--- src/hdl/slm_ram.sv ---
// ----------------------------------------------------------------------------
// slm_ram - simple dual-port table memory
//
// One write port and one read port with registered read data.
// ----------------------------------------------------------------------------
module slm_ram #(
  parameter int WIDTH  = 64,
  parameter int DEPTH  = 64,
  parameter int ADDR_W = 6
) (
  input  logic              clk,
  input  logic              we,
  input  logic [ADDR_W-1:0] waddr,
  input  logic [WIDTH-1:0]  wdata,
  input  logic              re,
  input  logic [ADDR_W-1:0] raddr,
  output logic [WIDTH-1:0]  rdata
);

  logic [WIDTH-1:0] mem [DEPTH];

  // Write one word
  always_ff @(posedge clk) begin
    if (we) begin
      mem[waddr] <= wdata;
    end
  end

  // Read one word, registered
  always_ff @(posedge clk) begin
    if (re) begin
      rdata <= mem[raddr];
    end
  end

endmodule

--- config.mk ---
export PLATFORM = sky130hd
export DESIGN_NAME = slm_ram
export DESIGN_NICKNAME = d
export VERILOG_FILES = /design/src/hdl/slm_ram.sv
export SDC_FILE = /design/constraint.sdc
export NUM_CORES = 2
export LEC_CHECK = 0
export BUFFER_PORTS_ARGS = -buffer_cell sky130_fd_sc_hd__buf_4
export CORE_AREA = 2 2 515 517
export CTS_CLUSTER_DIAMETER = 40
export DETAILED_ROUTE_END_ITERATION = 10
export DIE_AREA = 0 0 517 519
export PLACE_DENSITY = 0.76
export SYNTH_ARGS = -nofsm -noshare
export SYNTH_HDL_FRONTEND = slang
export SYNTH_SLANG_ARGS = --single-unit
--- constraint.sdc ---
create_clock -name clk -period 21.1 [get_ports clk]
set_clock_uncertainty 0.15 [all_clocks]
set_input_delay 4.22 -clock clk [delete_from_list [all_inputs] [get_ports clk]]
set_output_delay 4.22 -clock clk [all_outputs]
set_load 0.01 [all_outputs]
==> results.md <==
- Outcome: completed
- Pre-antenna DRT Iters: 6
- Hold crit path type: reg -> reg
- TritonCTS clock tree: done
- Number of port buffers: 142
- Clock share of power: 0.449
- Antenna violations before repair: 32
- Peak Freq: ~110 MHz
- Gr usage total: 0.3303
- Seq pwr share: 0.508
- Yosys cell types: 32
- Core Area: approximately 0.26 mm2
- Post-synth top flop: edfxtp_1
- Top cells by area, synth: edfxtp_1, mux4_2, mux2i_1
- Synthesized Nets: ~6700
- Syn_area_per_cell: around 24 um2
- Hold_sp: mem[45][44]
- Switching power total: about 0.0039 W
- Final setup vio count: 0
- Postcts setup bufs: 0
- Clock transition at path regs: approximately 0.06 ns
- Number of enable flip-flop cells after synthesis: approximately 4200
- Register area: ~0.12 mm2
- Hold endpoint: rdata[44]
- Yosys reg bits: approximately 4200
- Residual DRC count: 0
- DRT antenna net count: 0
- I/O pin count: 143
- Chip Width: between 500 and 600 um
- Worst r2r path cells: 6
- Layout cells sized above 1: 0.2944
- Mapped Area: between 0.15 and 0.2 mm2
- DP Wirelength: around 210 mm
- CP startpoint kind: input pin
- Final Hold Fails: 0
- Max FO, Critical Path: 100
- Setup TNS: 0 ns
- GP Congestion: 0.8006
- RSZ-0062 raised after global routing: false
- H-tree Lvls: 5
- Maximum VDD drop: between 0.08 and 0.09 mV
- Clock latency on the worst-skew pair: 0.96 ns
- Most frequent cell after synthesis: edfxtp_1
- # rows: approximately 190
- Data arrival time of the worst path: 9.75 ns
- Slew Limit Fails: 0
- Area Growth Syn to Fin: 13.54%
- Cts repair resizes: 0
- Largest net degree at the start of global routing: 136
- PD cells: 101.5 mW/mm2
- Final nets: approximately 7000
- Ys async rst share: 0
- CP endpoint kind: flop
- Hold Path Depth: 4
- Logic pwr share: 0.043
- Pleak: ~56 nW
- Final worst path period share: 0.4386
- Cell-internal power: roughly 0.014 W
- Sw Ratio: 0.2148
- Fin Hold WS: a little under 0.8 ns
- Number of clock sinks: ~4200
- Slew of the pin with the lowest slew margin: approximately 1.3 ns
- Max clock buf depth: 4
- Clock buffer count from CTS: between 400 and 500
- Max Cap Violations: 0
- Top cells by count, synth: edfxtp_1, mux4_2, buf_2
- Reg2reg setup slack: about 19 ns
- Vias in the first global route: 80270
- Rel. slew slack: 0.1026
- Sequential share of the synthesized area: 0.7957
- Iter 0 DRT Violations: between 10000 and 15000
- Reg2Reg Launch Point: mem[55][6]
- Hold buffers post-CTS: 0
- Via density: 7.265
- Fill count: 15140
- CTS Root Cell: clkbuf_16
- Cell taking the most area after synthesis: edfxtp_1
- Initial Util: 0.5959
- Final min period: roughly 9 ns
- Footprint of the multi-input gates: between 0.03 and 0.04 mm2
- Reg-to-Reg End: rdata[6]
- Total grt overflow: 0
- DR WL/cell: ~40 um
- Crit Path Category: in -> reg
- Routed wire length: between 400 and 500 mm
- Die ar.: 0.2683 mm2
- Routed vias: 79560
- First-pass GRT wire length: between 600 and 700 mm
- Mapped Cells: about 6600
- Die Y: ~520 um
- Yosys top cell area share: 0.7957
- Worst EP required: approximately 22 ns
- Ys Warns: 0
registers in the layout (all words and copies together), names as in the netlist:
signal / flops
rdata: 64
mem: 4096
per-stage QoR:
stage / cells / util / total power, W / area, um2 / worst slack, ns
6_report: 10950 / 0.6766 / 0.01810 / 178200 / 11.85
4_1_cts: 10930 / 0.6764 / 0.01812 / 178200 / 11.65
3_3_place_gp: 10100 / 0.6181 / 0.01010 / 162800 / 10.73
5_1_grt: 10940 / 0.6765 / 0.01846 / 178200 / 11.20
2_1_floorplan: 6598 / - / 0.009790 / 157000 / 11.29
3_5_place_dp: 10100 / 0.6181 / 0.01013 / 162800 / 10.60
logic make-up (layout without fill, tap and decap cells):
kind of cell	Yosys count	count (layout)	synth area share
DFF	4160	4160	0.7957
buffers and inverters	389	1183	0.01176
AOI/OAI and AO/OA	504	504	0.02467
and+or+nand+nor	386	386	0.01235
muxes	1159	1159	0.1555
other	0	26	0
critical path: stages:
cell and delay (ns):
buf_16 0.52, buf_4 0.66, buf_4 0.87, buf_4 0.95, buf_4 0.95, mux4_2 0.61
mux2i_1 0.15, o22ai_1 0.10, a41oi_1 0.40, a211oi_1 0.10
worst max path at each step:
stage	slack (ns)	to	start
after CTS	11.65	rdata[36]	raddr[0]
after global placement	10.73	rdata[36]	raddr[0]
after detailed placement	10.60	rdata[36]	raddr[0]
after global routing	11.20	rdata[36]	raddr[0]
after floorplan	11.29	mem[48][0]	waddr[3]
final	11.85	rdata[40]	raddr[0]
power by group through the flow:
stage | Sequential [W] | Clock, W | Combinational (W)
6_report | 0.00920 | 0.00812 | 0.000778
4_1_cts | 0.00920 | 0.00815 | 0.000770
2_1_floorplan | 0.00936 | 0 | 0.000426
3_5_place_dp | 0.00937 | 0 | 0.000755
5_1_grt | 0.00920 | 0.00845 | 0.000811
3_3_place_gp | 0.00937 | 0 | 0.000737
area by class of cell:
| type | instances | area share |
|---|---|---|
| multi-input combinational | 2049 | 0.1727 |
| antenna | 26 | 0.0003650 |
| sequential | 4160 | 0.7008 |
| tap | 3533 | 0.02480 |
| clock inverter | 317 | 0.02086 |
| inverter | 19 | 0.0004001 |
| timing repair buffer | 337 | 0.01481 |
| clock buffer | 510 | 0.06527 |
per-layer routing:
| metal | global-route usage | vias to the layer above | wire, um |
|---|---|---|---|
| met5 | 0.0003605 | - | 80 |
| met3 | 0.08664 | 1313 | 61980 |
| met1 | 0.4434 | 41550 | 143900 |
| li1 | - | 29430 | - |
| met2 | 0.5118 | 7244 | 209200 |
| met4 | 0.1582 | 12 | 24980 |
cell usage in the layout, fill, tap and decap left out, drive strengths merged, types with 2 or more instances in the layout:
cell and count:
nand4 2, inv 70, edfxtp 4160, and3 64, mux4 1024, a22o 88
or2 28, a2bb2oi 19, clkbuf 510, and2 3, mux2i 135, clkinv 163
o221ai 38, a22oi 168, nand2 58, a41oi 26, bufinv 61, diode 26
nand3b 2, o22ai 83, nor2b 28, buf 337, nor3 2, nor2 112
nand2b 11, clkinvlp 42, a31oi 18, or3 29, nand3 45, a211oi 63
Power figures use the tool's default switching activity.
