==> config.mk <==
export PLATFORM = sky130hd
export DESIGN_NAME = slm_scan
export DESIGN_NICKNAME = d
export VERILOG_FILES = /design/src/hdl/slm_pkg.sv /design/src/hdl/slm_scan.sv
export SDC_FILE = /design/constraint.sdc
export NUM_CORES = 1
export LEC_CHECK = 0
export ABC_AREA = 0
export BUFFER_PORTS_ARGS = -buffer_cell sky130_fd_sc_hd__buf_2
export CORE_AREA = 5 5 179 181
export DETAILED_ROUTE_END_ITERATION = 8
export DIE_AREA = 0 0 184 186
export MAX_ROUTING_LAYER = met4
export SLEW_MARGIN = 15
export SYNTH_ARGS = -nofsm -noshare
export SYNTH_HDL_FRONTEND = slang
export SYNTH_SLANG_ARGS = --single-unit
==> constraint.sdc <==
create_clock -name clk -period 16.6 [get_ports clk]
set_input_delay 0.83 -clock clk [delete_from_list [all_inputs] [get_ports clk]]
set_output_delay 0.83 -clock clk [all_outputs]
set_load 0.01 [all_outputs]
==> src/hdl/slm_pkg.sv <==
// ----------------------------------------------------------------------------
// slm_pkg - shared types and constants of the subnet list match block
//
// Field codes, stream widths and the layouts of the two table memories.
// ----------------------------------------------------------------------------
package slm_pkg;

  // Request kinds carried in the slave-side tuser
  localparam logic [1:0] MODE_WR_V4  = 2'd0;
  localparam logic [1:0] MODE_WR_V6  = 2'd1;
  localparam logic [1:0] MODE_QRY_V4 = 2'd2;
  localparam logic [1:0] MODE_QRY_V6 = 2'd3;

  // Configuration register indexes
  localparam logic REG_V4_COUNT = 1'b0;
  localparam logic REG_V6_COUNT = 1'b1;

  // Port widths
  localparam int S_TDATA_W   = 264;
  localparam int S_TUSER_W   = 2;
  localparam int M_TDATA_W   = 8;
  localparam int CFG_INDEX_W = 1;
  localparam int CFG_DATA_W  = 7;
  localparam int COUNT_W     = 7;
  localparam int INDEX_W     = 6;

  // One IPv4 table word
  typedef struct packed {
    logic [31:0] mask;
    logic [31:0] network;
  } v4_entry_t;

  // One IPv6 table word
  typedef struct packed {
    logic [63:0] mask_lo;
    logic [63:0] mask_hi;
    logic [63:0] network_lo;
    logic [63:0] network_hi;
  } v6_entry_t;

  // Query request handed to the scan engine
  typedef struct packed {
    logic        is_query;
    logic        is_v6;
    logic [63:0] addr_hi;
    logic [63:0] addr_lo;
  } query_t;

endpackage

==> src/hdl/slm_scan.sv <==
// ----------------------------------------------------------------------------
// slm_scan - query scan engine
//
// Walks the selected table one entry per cycle, compares the masked address
// with each masked network, stops at a match, a terminator entry or the scan
// limit and holds the answer in the output register.
// ----------------------------------------------------------------------------
module slm_scan #(
  parameter int ADDR_W  = 6,
  parameter int LIMIT_W = 7
) (
  input  logic                   clk,
  input  logic                   rst,
  input  logic                   s_valid,
  output logic                   s_ready,
  input  slm_pkg::query_t        query,
  input  logic [LIMIT_W-1:0]     query_limit,
  output logic                   rd_en,
  output logic [ADDR_W-1:0]      rd_addr,
  input  slm_pkg::v4_entry_t     v4_rdata,
  input  slm_pkg::v6_entry_t     v6_rdata,
  output logic                   m_valid,
  input  logic                   m_ready,
  output logic                   m_listed
);
  import slm_pkg::*;

  typedef enum logic [2:0] {
    ST_IDLE = 3'b001,
    ST_SCAN = 3'b010,
    ST_HOLD = 3'b100
  } state_t;

  state_t             state, state_next;
  logic [LIMIT_W-1:0] k, k_next;
  logic [LIMIT_W-1:0] limit;
  logic               pend;
  logic               is_v6;
  logic [63:0]        a_hi, a_lo;
  logic               listed, listed_next;

  logic v4_term, v4_hit, v6_term, v6_hit, term, hit, at_end, out_free, start;

  // Compare the word read last cycle
  always_comb begin
    v4_term = (v4_rdata.network == 32'd0) && (v4_rdata.mask == 32'd0);
    v4_hit  = (a_lo[31:0] & v4_rdata.mask) == (v4_rdata.network & v4_rdata.mask);
    v6_term = (v6_rdata.network_hi == 64'd0) && (v6_rdata.network_lo == 64'd0) &&
              (v6_rdata.mask_hi == 64'd0) && (v6_rdata.mask_lo == 64'd0);
    v6_hit  = ((a_hi & v6_rdata.mask_hi) == (v6_rdata.network_hi & v6_rdata.mask_hi)) &&
              ((a_lo & v6_rdata.mask_lo) == (v6_rdata.network_lo & v6_rdata.mask_lo));
    term    = is_v6 ? v6_term : v4_term;
    hit     = is_v6 ? v6_hit : v4_hit;
  end

  assign s_ready  = (state == ST_IDLE);
  assign start    = s_valid && s_ready && query.is_query;
  assign at_end   = (k == limit);
  assign out_free = !m_valid || m_ready;
  assign rd_addr  = k[ADDR_W-1:0];

  // Sequence the scan
  always_comb begin
    state_next  = state;
    k_next      = k;
    listed_next = listed;
    rd_en       = 1'b0;
    case (state)
      ST_IDLE: begin
        if (start) begin
          state_next = ST_SCAN;
          k_next     = '0;
        end
      end
      ST_SCAN: begin
        if (pend && term) begin
          listed_next = 1'b0;
          state_next  = ST_HOLD;
        end else if (pend && hit) begin
          listed_next = 1'b1;
          state_next  = ST_HOLD;
        end else if (at_end) begin
          listed_next = 1'b0;
          state_next  = ST_HOLD;
        end else begin
          rd_en  = 1'b1;
          k_next = k + 1'b1;
        end
      end
      ST_HOLD: begin
        if (out_free) begin
          state_next = ST_IDLE;
        end
      end
      default: begin
        state_next = ST_IDLE;
      end
    endcase
  end

  // Control registers
  always_ff @(posedge clk) begin
    if (rst) begin
      state   <= ST_IDLE;
      pend    <= 1'b0;
      m_valid <= 1'b0;
    end else begin
      state <= state_next;
      pend  <= rd_en;
      if (state == ST_HOLD && out_free) begin
        m_valid <= 1'b1;
      end else if (m_ready) begin
        m_valid <= 1'b0;
      end
    end
  end

  // Payload registers
  always_ff @(posedge clk) begin
    k      <= k_next;
    listed <= listed_next;
    if (start) begin
      limit <= query_limit;
      is_v6 <= query.is_v6;
      a_hi  <= query.addr_hi;
      a_lo  <= query.addr_lo;
    end
    if (state == ST_HOLD && out_free) begin
      m_listed <= listed;
    end
  end

`ifndef SYNTHESIS
  // A read never goes past the captured scan limit
  a_read_in_range: assert property (@(posedge clk) disable iff (rst)
    rd_en |-> (k < limit))
    else $error("scan read beyond limit");

  // The counter stays within the limit while scanning
  a_count_bound: assert property (@(posedge clk) disable iff (rst)
    (state == ST_SCAN) |-> (k <= limit))
    else $error("scan counter past limit");

  // No read is in flight while new requests are taken
  a_idle_no_pend: assert property (@(posedge clk) disable iff (rst)
    s_ready |-> !pend)
    else $error("read pending in idle");

  // A held answer enters the output register once it is free
  a_hold_loads: assert property (@(posedge clk) disable iff (rst)
    (state == ST_HOLD) && out_free |=> m_valid && (m_listed == $past(listed)))
    else $error("held answer not loaded");
`endif

endmodule
==> results of run 1 <==
-- cell type report --
cell class / count / area (sq um)
well taps: 396 / 495
repair buffers: 472 / 2370
multi-input cells: 432 / 3220
fillers: 3078 / 19100
flip-flops and latches: 150 / 4450
diodes: 7 / 17.5
clock buffers: 18 / 429
clock inverters: 14 / 184
-- worst max-delay path by stage --
stage,from,endpoint,slack [ns],depth (start not counted)
after floorplan,query[129],k[0],5.40,3
after global placement,v6_rdata[84],rd_en,12.10,8
after detailed placement,v6_rdata[84],rd_en,12.10,8
after CTS,v6_rdata[84],rd_en,12.09,8
after global routing,v6_rdata[84],rd_en,12.14,8
final,v6_rdata[84],rd_en,12.16,8
-- sequential cells by signal (all words and copies together), names as in the netlist --
signal,cells
m_valid,1
a_lo,64
is_v6,1
k,7
listed,1
limit,7
state,3
pend,1
a_hi,64
m_listed,1
-- cell usage after synthesis, types with 5 or more instances --
master / instances
xor2_1: 167
edfxtp_1: 145
nor4_1: 88
a22oi_1: 68
nand4_1: 41
nor2_1: 14
nand2_1: 9
buf_4: 6
dfxtp_1: 5
xnor2_1: 5
-- critical path, cell delays in order --
cell and delay [ns]:
buf_2 0.11, nor4_1 0.84, nand4_1 0.34, nor4_1 0.46
nand4_1 0.35, o211ai_1 0.36, nor3_1 0.13, buf_2 0.17
-- through the flow --
step | cells | util | power, mW | hold slack (ns) | instance area (sq um)
6_report | 1489 | 0.369 | 1.05 | 0.428 | 11200
5_1_grt | 1487 | 0.369 | 1.08 | 0.443 | 11200
4_1_cts | 1482 | 0.368 | 1.05 | 0.432 | 11100
3_5_place_dp | 1450 | 0.348 | 0.634 | 0.417 | 10500
3_3_place_gp | 1450 | 0.348 | 0.635 | 0.417 | 10500
2_1_floorplan | 589 | - | 0.515 | 0.400 | 7710
-- layer usage --
metal / vias up / track usage / routed length (um)
met5: - / - / 0
met4: 0 / 0.0923 / 1400
met3: 65 / 0.0625 / 3470
met2: 466 / 0.457 / 23500
met1: 3670 / 0.326 / 18600
li1: 3371 / - / -
-- report_power, final --
| group | switching (mW) | internal [mW] |
|---|---|---|
| combinational | 0.107 | 0.0705 |
| sequential | 0.0119 | 0.439 |
| clock | 0.169 | 0.250 |
-- logic make-up after synthesis --
group,after synthesis,synth area share
xor+xnor,172,0.195
simple gates,172,0.133
flops,150,0.577
compound gates,87,0.0865
buf+inv,7,0.00633
fa+ha+maj,1,0.00162
==> reports/summary.md, run 1 <==
## Final layout
* fraction of layout instances using a drive strength above 1: 0.463
* nets@finish: 1535
* most frequent standard cell in the layout excluding fill and tap cells: buf_2
* area growth from synthesis to final layout: 44.7%
* most frequent cells in the layout: 470 x buf_2, 167 x xor2_1, 145 x edfxtp_1, 88 x nor4_1, 68 x a22oi_1

## Critical path
* worst r2r dst: k[5]
* Reg2Reg Depth: 8
* kind of start point of the critical path: input port
* arrival time of the worst setup path: 3.61 ns
* class of the most critical setup path: input port to output pin
* internal reg-to-reg setup slack: 13.42 ns
* crit-path max FO: 3
* Critical R2R Launch: a_lo[16]
* Worst Setup End Kind: output pin
* CP required: 15.77 ns

## Global route
* pin count of the biggest net entering global routing: 72
* total congestion overflow after global routing: 0
* number of antenna violations at the first check in global routing: 5
* number of global-route vias before repair: 7991
* global router's overall resource usage: 0.273
* first-pass GRT wire length: 61.2 mm

## Detailed routing
* antenna viol nets, final: 0
* WL per Instance: 31.5 um
* initial detailed-routing violation count: 525
* per-cell via count in the routed design: 5.09
* Detailed Route WL: 47.0 mm
* via total after detailed routing: 7572
* 1st-pass router iterations: 5
* post-route DRC violation count: 0

## Timing
* max-slew violation total from the final report: 0
* relative max-transition margin: 0.248
* skew final: 0.00787 ns
* total of endpoints with negative setup slack in the final report: 0
* time the worst path needs with I/O delays and setup: 4.44 ns
* actual slew at the worst max-slew pin: 1.12 ns
* share of the cycle needed by the critical path after routing: 0.267
* final total negative setup slack: 0 ns
* setup repair after global routing missed its margin: false
* Final Hold Viols: 0
* slack of the critical path: 12.16 ns
* maximum clock frequency: 225 MHz

## Clock network
* CTS tree: yes
* H-Tree Depth: 4
* Sink Count: 150
* number of gates resized after cts: 0
* insertion delay to the later sink of the worst-skew pair: 0.45 ns
* post-cts hold buffer count: 0
* maximum clock insertion buffer count: 2
* root buffer selected by CTS: clkbuf_16
* clock-pin transition on the worst setup and hold timing paths: 0.06 ns
* buffers inserted by post-CTS timing repair: 0
* TritonCTS buffer count: 17

## Outcome
* run status: complete, no violations

## Place
* pre-CTS worst setup slack: 12.10 ns
* Final GP Congestion: 1.08
* count of buffers inserted at the top-level ports: 470
* half-perimeter wire length of the detailed placement result: 41.4 mm

## Floorplanning
* Die Ht: 186 um
* initial core utilization: 0.255
* width of the die: 184 um
* area of the core region: 0.0303 sq mm
* area of the die: 0.0342 sq mm
* I/O pins: 471
* placement row count: 64

## Worst hold path
* worst hold-check path type: flip-flop to flip-flop
* hold path depth: 0
* worst-case hold path end point: m_listed
* beginning of the worst hold path: listed

## Synth
* largest cells by area after synthesis: edfxtp_1 56%, xor2_1 19%, nor4_1 7.1%, a22oi_1 6.6%, nand4_1 3.3%
* number of distinct library cell variants in the gate-level netlist after synthesis: 31
* Synth top area share: 0.564
* share of the yosys chip area belonging to registers: 0.577
* Syn. warnings: 0
* register bit total from synthesis: 150
* share of async-settable or async-resettable flops after synthesis: 0
* post-synthesis net count: 1051
* number of synthesized flops with an enable pin: 145
* Cell Area, Synth: 0.00771 sq mm
* most used flip-flop cell after synthesis: edfxtp_1
* number of instances in the synthesized netlist: 589
* post-synth top area cell: edfxtp_1
* average cell area after synthesis: 13.1 sq um

## Pwr
* Leak: 4.63 nW
* IR Drop Worst-Case VDD: 63.9 uV
* pwr/cell area: 93.8 mW/mm^2

## Run
* count of max-cap constraint violations: 0

No activity file was read; power rests on OpenSTA's default activity.
==> run 2: changes to the inputs <==
- CORE_AREA: 5 5 179 181 -> 5 5 182 184
- DIE_AREA: 0 0 184 186 -> 0 0 187 189
- clock period: 16.6 -> 3.7 ns (I/O delays scaled with it)
==> run 2 against run 1 <==
Compared with the run above:
- clock skew grew 0.0067 ns
- clock power grew to 4.6 times the previous value
- first-iteration DRC count grew 36%
- sequential power grew to 4.5 times the previous value
- final cell count grew 11%
- critical path depth shrank 1
- combinational power grew to 5.2 times the previous value
- largest power group unchanged
==> reports/summary.md, run 2 (synthesized netlist as in run 1, its figures left out) <==
## Clock network
* root buffer selected by CTS: clkbuf_16
* insertion delay to the later sink of the worst-skew pair: 0.44 ns, about the same
* Sink Count: 150, unchanged
* maximum clock insertion buffer count: 2, unchanged
* buffers inserted by post-CTS timing repair: 0, unchanged
* CTS tree: yes
* number of gates resized after cts: 0, unchanged
* TritonCTS buffer count: 17, unchanged
* H-Tree Depth: 4, unchanged
* post-cts hold buffer count: 137, +137
* clock-pin transition on the worst setup and hold timing paths: 0.08 ns, +0.02 ns

## Global route
* first-pass GRT wire length: 66.3 mm, +8.4%
* number of antenna violations at the first check in global routing: 12, +7
* pin count of the biggest net entering global routing: 70, -2.8%
* global router's overall resource usage: 0.275, +0.00244
* total congestion overflow after global routing: 0, unchanged
* number of global-route vias before repair: 9085, +14%

## Timing
* setup repair after global routing missed its margin: false
* max-slew violation total from the final report: 0, unchanged
* maximum clock frequency: 317 MHz
* actual slew at the worst max-slew pin: 1.13 ns, +0.00914 ns
* relative max-transition margin: 0.242, -0.00615
* total of endpoints with negative setup slack in the final report: 0, unchanged
* share of the cycle needed by the critical path after routing: 0.853
* skew final: 0.0146 ns, +0.00668 ns
* time the worst path needs with I/O delays and setup: 3.16 ns
* worst hold slack across all endpoints: 0.154 ns, -0.275 ns
* Final Hold Viols: 0, unchanged

## Detailed routing
* per-cell via count in the routed design: 4.99, -1.9%
* Detailed Route WL: 49.0 mm, +4.3%
* WL per Instance: 29.6 um, -6.1%
* 1st-pass router iterations: 5, unchanged
* antenna viol nets, final: 0, unchanged
* post-route DRC violation count: 0, unchanged
* via total after detailed routing: 8252, +9.0%
* initial detailed-routing violation count: 713, +36%

## Critical path
* class of the most critical setup path: flip-flop to output pin
* Worst Setup End Kind: output pin
* arrival time of the worst setup path: 2.97 ns, -0.64 ns
* Critical R2R Launch: a_hi[29]
* capturing element of the worst setup path: rd_en
* CP required: 3.51 ns, -12.26 ns
* crit-path max FO: 4, +1
* kind of start point of the critical path: flip-flop
* Reg2Reg Depth: 7, -1
* worst r2r dst: k[4]
* worst setup path startpoint: a_hi[29]
* internal reg-to-reg setup slack: 0.71 ns, -12.71 ns

## Pwr
* clock network fraction of design power: 0.394, -0.007
* power consumption: 4.84 mW, +360%
* sequential group share of total power: 0.418, -0.012
* IR Drop Worst-Case VDD: 255 uV, +300%
* switching power summed over all nets: 1.38 mW, +380%
* Leak: 5.28 nW, +14%
* pwr/cell area: 381 mW/mm^2, +310%
* logic gate share of total power: 0.189, +0.020
* switching power as a share of total power: 0.284, +0.00940
* cell-internal power: 3.46 mW, +360%

## Floorplanning
* area of the die: 0.0353 sq mm, +3.3%
* Die Ht: 189 um, +1.6%
* area of the core region: 0.0312 sq mm, +3.2%
* placement row count: 65, +1.6%
* initial core utilization: 0.247, -0.00784
* I/O pins: 471, unchanged
* width of the die: 187 um, +1.6%

## Final layout
* most frequent standard cell in the layout excluding fill and tap cells: buf_2
* register area: 0.00446 sq mm, about the same
* area growth from synthesis to final layout: 64.7%
* largest registers: a_hi: 64 flops, a_lo: 64 flops
* nets@finish: 1686, +9.8%
* filler cell count: 3051, -0.88%
* fraction of layout instances using a drive strength above 1: 0.424, -0.0396
* finished layout cell area: 0.0127 sq mm, +14%
* area used by multi-input combinational logic: 0.00323 sq mm, +0.43%
* most frequent cells in the layout: 470 x buf_2, 167 x xor2_1, 145 x edfxtp_1, 137 x dlygate4sd3_1, 88 x nor4_1

## Worst hold path
* worst hold-check path type: input port to flip-flop

## Run
* count of max-cap constraint violations: 0, unchanged

## Place
* count of buffers inserted at the top-level ports: 470, unchanged
* half-perimeter wire length of the detailed placement result: 42.4 mm, +2.4%
* Final GP Congestion: 0.957, -11%
* Placed Instance Area: 0.0107 sq mm, +1.3%

## Outcome
* run status: complete, no violations

## run 2: changes by cell type in the layout (fill, tap and decap cells not counted), moves of 2 or more
cell,previous run,this run
inv_6,0,5
dfxtp_2,0,2
dfxtp_1,5,3
dlygate4sd3_1,0,137
diode_2,7,15
clkinv_1,3,0
buf_4,2,15
## run 2: how the worst min path moves through the flow
stage / endpoint / slack, ns / cells past startpoint / startpoint
after floorplan: m_valid / 0.25 / 1 / rst
after global placement: a_lo[62] / 0.36 / 1 / query[62]
after detailed placement: a_lo[61] / 0.36 / 1 / query[61]
after CTS: m_valid / 0.13 / 3 / m_ready
after global routing: m_valid / 0.16 / 3 / m_ready
final: m_valid / 0.15 / 3 / m_ready
## run 2: layer usage
metal	wire, um	track usage
met5	0	-
met4	1230	0.0785
met3	3440	0.0588
met2	24900	0.482
met1	19400	0.321
## run 2: metrics by stage
step           instances  utilization  worst slack (ns)  TNS (ns)
6_report            1654        0.407             0.544         0
4_1_cts             1639        0.405             0.479         0
5_1_grt             1652        0.407             0.407         0
3_5_place_dp        1470        0.342             0.202         0
2_1_floorplan        589            -            -0.694    -61.84
3_3_place_gp        1470        0.342             0.221         0
## run 2: final cells by class
class                   count  share of cell area
multi-input cells         432               0.254
repair buffers            623               0.304
clock inverters            15              0.0152
diodes                     15             0.00296
flip-flops and latches    150               0.351
well taps                 402              0.0396
clock buffers              17              0.0335
## run 2: critical path, stage by stage, from the launching register on
cell and delay [ns]:
edfxtp_1 0.39, xor2_1 0.16, a22oi_1 0.59, nand4_1 0.15, or4_1 0.65, nor4_4 0.31
nor3_1 0.11, buf_2 0.17
## run 2: power groups by stage
stage               combinational (mW)  clock (mW)  sequential, mW
finish                           0.914        1.91            2.02
CTS                              0.913        1.92            2.02
global route                     0.966        2.00            2.03
floorplan                        0.247           0            2.05
global placement                 0.796           0            2.06
detailed placement               0.794           0            2.06
==> run 3: changes to the inputs <==
- CTS_BUF_LIST: default -> sky130_fd_sc_hd__clkbuf_8 sky130_fd_sc_hd__clkbuf_16
- GPL_ROUTABILITY_DRIVEN: default -> 0
==> run 3 against run 2 <==
Compared with the run above:
- worst setup slack lost 0.085 ns
- clock-buffer cell count is the same
- worst hold slack gained 0.0039 ns
- largest cell class unchanged
==> reports/summary.md, run 3 (synthesized netlist as in run 1, its figures left out) <==
## Detailed routing
* via total after detailed routing: 8249, -0.036%
* antenna viol nets, final: 0, unchanged
* post-route DRC violation count: 0, unchanged
* per-cell via count in the routed design: 5.01, +0.33%
* routed metal-1 wire length: 19.3 mm, -0.71%
* top metal layer carrying routed signals: met4
* Detailed Route WL: 48.4 mm, -1.3%
* met2 wire length: 24.7 mm, -0.98%
* initial detailed-routing violation count: 561, -21%
* WL per Instance: 29.3 um, -0.90%
* 1st-pass router iterations: 5, unchanged
* routed length on met3: 3.06 mm, -11%

## Final layout
* most frequent cells in the layout: 470 x buf_2, 167 x xor2_1, 145 x edfxtp_1, 137 x dlygate4sd3_1, 88 x nor4_1
* largest registers: a_hi: 64 flops, a_lo: 64 flops
* area growth from synthesis to final layout: 64.6%, about the same
* fraction of layout instances using a drive strength above 1: 0.425, +0.00139
* finished layout cell area: 0.0127 sq mm, about the same
* most frequent standard cell in the layout excluding fill and tap cells: buf_2
* nets@finish: 1689, +0.18%
* utilization after layout: 0.407, about the same
* filler cell count: 3077, +0.85%

## Global route
* number of antenna violations at the first check in global routing: 6, -6
* total congestion overflow after global routing: 0, unchanged
* global router's overall resource usage: 0.271, -0.00486
* first-pass GRT wire length: 65.3 mm, -1.5%
* pin count of the biggest net entering global routing: 57, -19%
* number of global-route vias before repair: 8944, -1.6%

## Floorplanning
* initial core utilization: 0.247, unchanged
* placement row count: 65, unchanged
* I/O pins: 471, unchanged
* width of the die: 187 um, unchanged
* Die Ht: 189 um, unchanged
* area of the die: 0.0353 sq mm, unchanged
* area of the core region: 0.0312 sq mm, unchanged

## Critical path
* CP required: 3.51 ns, about the same
* crit-path max FO: 4, unchanged
* internal reg-to-reg setup slack: 0.63 ns, -0.08 ns
* class of the most critical setup path: flip-flop to output pin
* Worst Setup End Kind: output pin
* arrival time of the worst setup path: 3.06 ns, +0.09 ns
* kind of start point of the critical path: flip-flop

## Clock network
* maximum clock insertion buffer count: 2, unchanged
* number of gates resized after cts: 0, unchanged
* TritonCTS buffer count: 17, unchanged
* post-cts hold buffer count: 137, unchanged
* insertion delay to the later sink of the worst-skew pair: 0.44 ns, about the same
* clock-pin transition on the worst setup and hold timing paths: 0.06 ns, -0.02 ns
* CTS tree: yes
* buffers inserted by post-CTS timing repair: 0, unchanged
* Sink Count: 150, unchanged
* H-Tree Depth: 4, unchanged
* root buffer selected by CTS: clkbuf_16

## Pwr
* Leak: 5.30 nW, +0.30%
* pwr/cell area: 377 mW/mm^2, -1.2%
* IR Drop Worst-Case VDD: 238 uV, -6.4%

## Timing
* max-slew violation total from the final report: 0, unchanged
* relative max-transition margin: 0.281, +0.0387
* time the worst path needs with I/O delays and setup: 3.24 ns, +0.0853 ns
* maximum clock frequency: 309 MHz, -2.6%
* skew final: 0.00764 ns, -0.00691 ns
* total of endpoints with negative setup slack in the final report: 0, unchanged
* share of the cycle needed by the critical path after routing: 0.876, +0.0231
* setup repair after global routing missed its margin: false
* actual slew at the worst max-slew pin: 1.07 ns, -0.0575 ns
* Final Hold Viols: 0, unchanged

## Outcome
* run status: complete, no violations

## Worst hold path
* worst hold-check path type: input port to flip-flop

## Run
* count of max-cap constraint violations: 0, unchanged

## Place
* count of buffers inserted at the top-level ports: 470, unchanged
* Placed Instance Area: 0.0107 sq mm, +0.33%
* half-perimeter wire length of the detailed placement result: 42.0 mm, -0.91%

-- run 3: final cells by class --
class | count | area, sq um | share of cell area
sequential | 150 | 4460 | 0.351
timing repair buffer | 626 | 3890 | 0.306
multi-input combinational | 432 | 3230 | 0.254
tap | 402 | 503 | 0.0396
clock buffer | 17 | 425 | 0.0335
clock inverter | 15 | 179 | 0.0141
antenna | 6 | 15.0 | 0.00118
-- run 3: stage by stage --
stage / cells / hold slack, ns / TNS, ns / total power [mW] / worst slack, ns
global placement: 1473 / 0.361 / 0 / 2.86 / 0.223
global route: 1648 / 0.177 / 0 / 4.94 / 0.374
floorplan: 589 / 0.254 / -61.84 / 2.29 / -0.694
finish: 1648 / 0.157 / 0 / 4.78 / 0.459
detailed placement: 1473 / 0.363 / 0 / 2.86 / 0.237
CTS: 1642 / 0.140 / 0 / 4.81 / 0.440
-- run 3: power by group --
| group | switching, mW | leakage (nW) | internal (mW) |
|---|---|---|---|
| logic | 0.499 | 3.63 | 0.423 |
| registers | 0.0571 | 1.38 | 1.97 |
| clock network | 0.771 | 0.286 | 1.07 |
| total | 1.33 | 5.30 | 3.45 |
-- run 3: final timing paths --
kind,startpoint,end,depth (start not counted)
hold / removal,m_ready,m_valid,3
setup / recovery,a_hi[29],rd_en,7
hold reg to reg,listed,m_listed,0
setup reg to reg,a_hi[29],k[4],7
-- run 3: critical path: stages, from the launching register on --
cell and delay, ns:
edfxtp_1 0.41, xor2_1 0.17, a22oi_1 0.59, nand4_1 0.16
or4_1 0.65, nor4_4 0.35, nor3_1 0.12, buf_2 0.17
-- run 3: per-layer routing --
layer	vias up	track usage
met5	-	-
met4	0	0.0739
met3	77	0.0535
met2	509	0.482
met1	3999	0.313
li1	3664	-
